--- src/rtl/fne_pkg.sv ---
`timescale 1ns / 1ps
// ----------------------------------------------------------------------------
// fne_pkg
// Command codes, sine coefficients and controller/datapath interface types
// for the Fourier number embedding block.
// ----------------------------------------------------------------------------
package fne_pkg;

  localparam logic [2:0] CMD_WR_FREQ = 3'd0;
  localparam logic [2:0] CMD_WR_WEIGHT = 3'd1;
  localparam logic [2:0] CMD_WR_BIAS = 3'd2;
  localparam logic [2:0] CMD_EMBED = 3'd3;
  localparam logic [2:0] CMD_READ = 3'd4;

  localparam int ITEM_W = 10;

  localparam logic [30:0] SIN_A1 = 31'd1686629713;
  localparam logic [30:0] SIN_A3 = 31'd693598669;
  localparam logic [30:0] SIN_A5 = 31'd85569306;
  localparam logic [30:0] SIN_A7 = 31'd5026995;
  localparam logic [30:0] SIN_A9 = 31'd172272;

  typedef struct packed {
    logic              emb_start;
    logic              freq_rd;
    logic              phase_mul;
    logic              sin_go;
    logic              sin_cos;
    logic              rd_start;
    logic              acc_init;
    logic              mac_issue;
    logic              finish;
    logic [ITEM_W-1:0] item;
  } fne_cmd_t;

  typedef struct packed {
    logic sin_done;
    logic mac_idle;
  } fne_stat_t;

  function automatic logic [30:0] sin_coef(input logic [2:0] step);
    logic [30:0] c;
    case (step)
      3'd1: c = SIN_A7;
      3'd2: c = SIN_A5;
      3'd3: c = SIN_A3;
      3'd4: c = SIN_A1;
      default: c = 31'd0;
    endcase
    return c;
  endfunction

endpackage

--- src/rtl/fne_ctrl.sv ---
`timescale 1ns / 1ps
// ----------------------------------------------------------------------------
// fne_ctrl
// Request decode and sequencing of the embed and projection passes.
// ----------------------------------------------------------------------------
module fne_ctrl
  import fne_pkg::*;
#(
  parameter int OUT_DIM = 768,
  parameter int HALF_DIM = 128
) (
  input  logic        clk,
  input  logic        rst,
  input  logic        start,
  input  logic [2:0]  command,
  input  logic [17:0] index,
  input  fne_stat_t   stat,
  output fne_cmd_t    cmd,
  output logic        wr_en,
  output logic        busy
);

  localparam int FEAT_DIM = 2 * HALF_DIM + 1;

  typedef enum logic [3:0] {
    S_IDLE, S_E_RD, S_E_MUL, S_E_SIN, S_E_SINW, S_E_COS, S_E_COSW,
    S_R_LOAD, S_R_RUN, S_R_DRAIN
  } state_t;

  state_t            state;
  logic [ITEM_W-1:0] item;
  logic              accept;
  logic              rd_ok;

  assign busy = (state != S_IDLE);
  assign accept = start && (state == S_IDLE);
  assign rd_ok = 32'(index) < 32'(OUT_DIM);
  assign wr_en = accept && (command inside {CMD_WR_FREQ, CMD_WR_WEIGHT, CMD_WR_BIAS});

  always_comb begin
    cmd.emb_start = accept && command == CMD_EMBED;
    cmd.rd_start = accept && command == CMD_READ && rd_ok;
    cmd.freq_rd = state == S_E_RD;
    cmd.phase_mul = state == S_E_MUL;
    cmd.sin_go = state == S_E_SIN || state == S_E_COS;
    cmd.sin_cos = state == S_E_COS;
    cmd.acc_init = state == S_R_LOAD;
    cmd.mac_issue = state == S_R_RUN;
    cmd.finish = state == S_R_DRAIN && stat.mac_idle;
    cmd.item = item;
  end

  always_ff @(posedge clk) begin
    if (rst) begin
      state <= S_IDLE;
      item <= '0;
    end else begin
      unique case (state)
        S_IDLE: begin
          item <= '0;
          if (cmd.emb_start) begin
            state <= S_E_RD;
          end else if (cmd.rd_start) begin
            state <= S_R_LOAD;
          end
        end
        S_E_RD: state <= S_E_MUL;
        S_E_MUL: state <= S_E_SIN;
        S_E_SIN: state <= S_E_SINW;
        S_E_SINW: if (stat.sin_done) begin
          state <= S_E_COS;
        end
        S_E_COS: state <= S_E_COSW;
        S_E_COSW: if (stat.sin_done) begin
          if (item == ITEM_W'(HALF_DIM - 1)) begin
            state <= S_IDLE;
          end else begin
            item <= item + ITEM_W'(1);
            state <= S_E_RD;
          end
        end
        S_R_LOAD: state <= S_R_RUN;
        S_R_RUN: begin
          if (item == ITEM_W'(FEAT_DIM - 1)) begin
            state <= S_R_DRAIN;
          end else begin
            item <= item + ITEM_W'(1);
          end
        end
        S_R_DRAIN: if (stat.mac_idle) begin
          state <= S_IDLE;
        end
        default: state <= S_IDLE;
      endcase
    end
  end

endmodule

--- config.mk ---
export PLATFORM = sky130hd
export DESIGN_NAME = fne_ctrl
export DESIGN_NICKNAME = d
export VERILOG_FILES = /design/src/rtl/fne_pkg.sv /design/src/rtl/fne_ctrl.sv
export SDC_FILE = /design/constraint.sdc
export NUM_CORES = 1
export LEC_CHECK = 0
export ABC_AREA = 0
export ABC_CLOCK_PERIOD_IN_PS = 2050
export BUFFER_PORTS_ARGS = -buffer_cell sky130_fd_sc_hd__buf_2
export CORE_AREA = 2 2 58 60
export CTS_BUF_LIST = sky130_fd_sc_hd__clkbuf_16
export CTS_CLUSTER_SIZE = 8
export DETAILED_ROUTE_END_ITERATION = 16
export DIE_AREA = 0 0 60 62
export GPL_TIMING_DRIVEN = 0
export PLACE_DENSITY = 0.56
export SYNTH_ARGS = -nofsm -noshare
export SYNTH_HDL_FRONTEND = slang
export SYNTH_SLANG_ARGS = --single-unit
export TNS_END_PERCENT = 1
--- constraint.sdc ---
create_clock -name clk -period 2.05 [get_ports clk]
set_input_delay 0.41 -clock clk [delete_from_list [all_inputs] [get_ports clk]]
set_output_delay 0.41 -clock clk [all_outputs]
set_load 0.01 [all_outputs]
==> reports/metrics.yaml <==
outcome: "completed"
yosysSeqAreaShare_pct: 27.1
slew_violations: 0
groute.usage.overall_pct: 17.2
num_rows: 21
leakagePower_nw: 0.593
root_buffer: "clkbuf_16"
cts_hold_buf: 0
postLayoutCoreUtil_pct: 42.9
grt_pass1_wl_um: 4840
synth_cells: 126
cp.arrival_ps: 1570
crit_chain: "clkbuf_1 -> nor4b_2 -> buf_2"
layout_commonest_cell: "buf_2"
syn_avg_cell_area_um2: 8.20
finalSetupViolCount: 0
synthSimpleGateAreaFrac_pct: 41.4
dpl-instance-area_um2: 1280
fp.dieArea_um2: 3720
end_kind: "output pin"
synth_nets: 154
p_total_mw: 1.40
synth_fa_ha_area_share_pct: 2.42
cpPeakStageDelay_ps: 520
drv_cap: 0
ant_nets: 0
synth.area.mux_share_pct: 7.87
synthArstFlopShare_pct: 0
die_h_um: 62
synth_cell_types: 45
synth-compound-area-share_pct: 16.0
tightest_slew_ps: 563
fmax_mhz: 504
synth-edff-count: 0
ctsLongestPathBuffers: 2
required_ps: 1640
grt_overflow: 0
stdcell_area_um2: 1370
cts_tree: "done"
synth_top_family_by_area: "simple AND/OR/NAND/NOR gates"
gp_congestion: 0.794
ys.flop_type: "dfxtp_1"
grt_max_degree: 11
drtIter0Drc: 62
cpMaxStageDelayCell: "nor4b_2"
die_w_um: 60
final.setup.tns_ps: 0
vias: 1126
antenna_found_initial: 0
r2r_cells: 4
period_share_pct: 96.7
yosysWarnings: 0
rsz0062_at_grt: "yes"
clock_latency_ps: 240
ir_drop_uv: 500
crit_type: "reg2out"
max-slew-margin-rel_pct: 61.9
synth_area_um2: 1030
routed_via_density: 5.26
finalClockSkew_ps: 1.84
ys_ff_latch: 14
post_drt_wl_per_cell_um: 13.2
cts_buffers: 3
synth-xor-area-share_pct: 0.847
cp_max_fo: 10
diodes: 0
ios: 47
clock-sinks: 14
finalNetCount: 198
fillers: 315
powerDensity_nw_per_um2: 1020
core_area_um2: 3180
mostFrequentLayoutCells: "41 x buf_2, 14 x dfxtp_1, 12 x nand2_1"
area_delta_synth_final_pct: 32.1
wirelength_um: 2830
period_needed_ps: 1980
drt_pass1_iterations: 5
dp_hpwl_um: 2170
crit_path_start_kind: "register"
clkTransAtPathRegs_ps: 50
drc: 0
numPortBuffers: 38
start_util_pct: 32.5
htreeDepth: 1
hp-class: "in2reg"
grt_pass1_vias: 1084
hold_viol: 0
holdPathStages: 3
layout-drive-gt1-share_pct: 31.0
-- final timing paths --
path,start,to,slack [ps]
worst max-delay path,state[1],cmd[11],70
worst min register to register,item[9],item[9],510
worst min-delay path,rst,item[2],470
worst max register to register,state[1],item[1],230
-- routing by layer --
metal | routed length [µm] | up-vias | part of all wire (%) | GRT usage [%]
met5 | 0 | - | 0 | 0
met2 | 1400 | 32 | 49 | 30.7
met3 | 112 | 5 | 4.0 | 3.31
li1 | - | 570 | - | -
met1 | 1270 | 519 | 45 | 20.3
met4 | 44 | 0 | 1.6 | 6.98
-- stage by stage --
step	hold WS, ps	std cells	setup WS (ps)
2_1_floorplan	511	126	21.1
3_3_place_gp	499	210	5.03
3_5_place_dp	516	210	29.9
4_1_cts	470	214	21.1
5_1_grt	488	214	-29.6
6_report	473	214	67.6
-- critical path: cells and delay by family (launching register included) --
| family | cells | cell delay (ps) |
|---|---|---|
| and+or+nand+nor | 1 | 520 |
| buffers and inverters | 2 | 460 |
| DFF | 1 | 350 |
-- state kept, by name, summed over array words and instances (netlist names) --
register  cells
state         4
item         10
-- final cells by class --
type	count	area (µm²)	share of cell area (%)
tap	46	57.6	4.22
clock buffer	3	75.1	5.50
timing repair buffer	39	198	14.5
buffer	5	22.5	1.65
inverter	6	22.5	1.65
sequential	14	280	20.5
multi-input combinational	101	709	52.0
-- cells by family (layout without fill, tap and decap cells) --
| kind of cell | count (synthesis) | count (layout) |
|---|---|---|
| flip-flops | 14 | 14 |
| buffers and inverters | 11 | 53 |
| AO/OA/AOI/OAI | 22 | 22 |
| multiplexers | 8 | 8 |
| AND/OR/NAND/NOR | 68 | 68 |
| adder cells (fa/ha/maj) | 2 | 2 |
| XOR/XNOR | 1 | 1 |
-- synthesized netlist by cell type (5+ instances only) --
cell | instances | area share, %
inv_1 | 6 | 2.2
mux2i_1 | 7 | 6.8
or3_1 | 5 | 3.0
nand2_1 | 12 | 4.4
nor2_1 | 7 | 2.5
nor3_1 | 6 | 2.9
nand4_1 | 7 | 4.2
nand3_1 | 6 | 2.9
dfxtp_1 | 14 | 27
-- power breakdown --
part | internal (mW) | switching, mW
sequential | 0.304 | 0.0467
clock | 0.255 | 0.110
combinational | 0.282 | 0.399
-- timing repair --
| item | 4_1_cts | 5_1_grt |
|---|---|---|
| setup endpoints to repair | 1 | 3 |
| pin swaps | 1 | 0 |
| gates cloned | 0 | 0 |
| buffers inserted | 1 | 0 |
| gates resized for setup | 0 | 2 |
(Power assumes the default switching activity.)
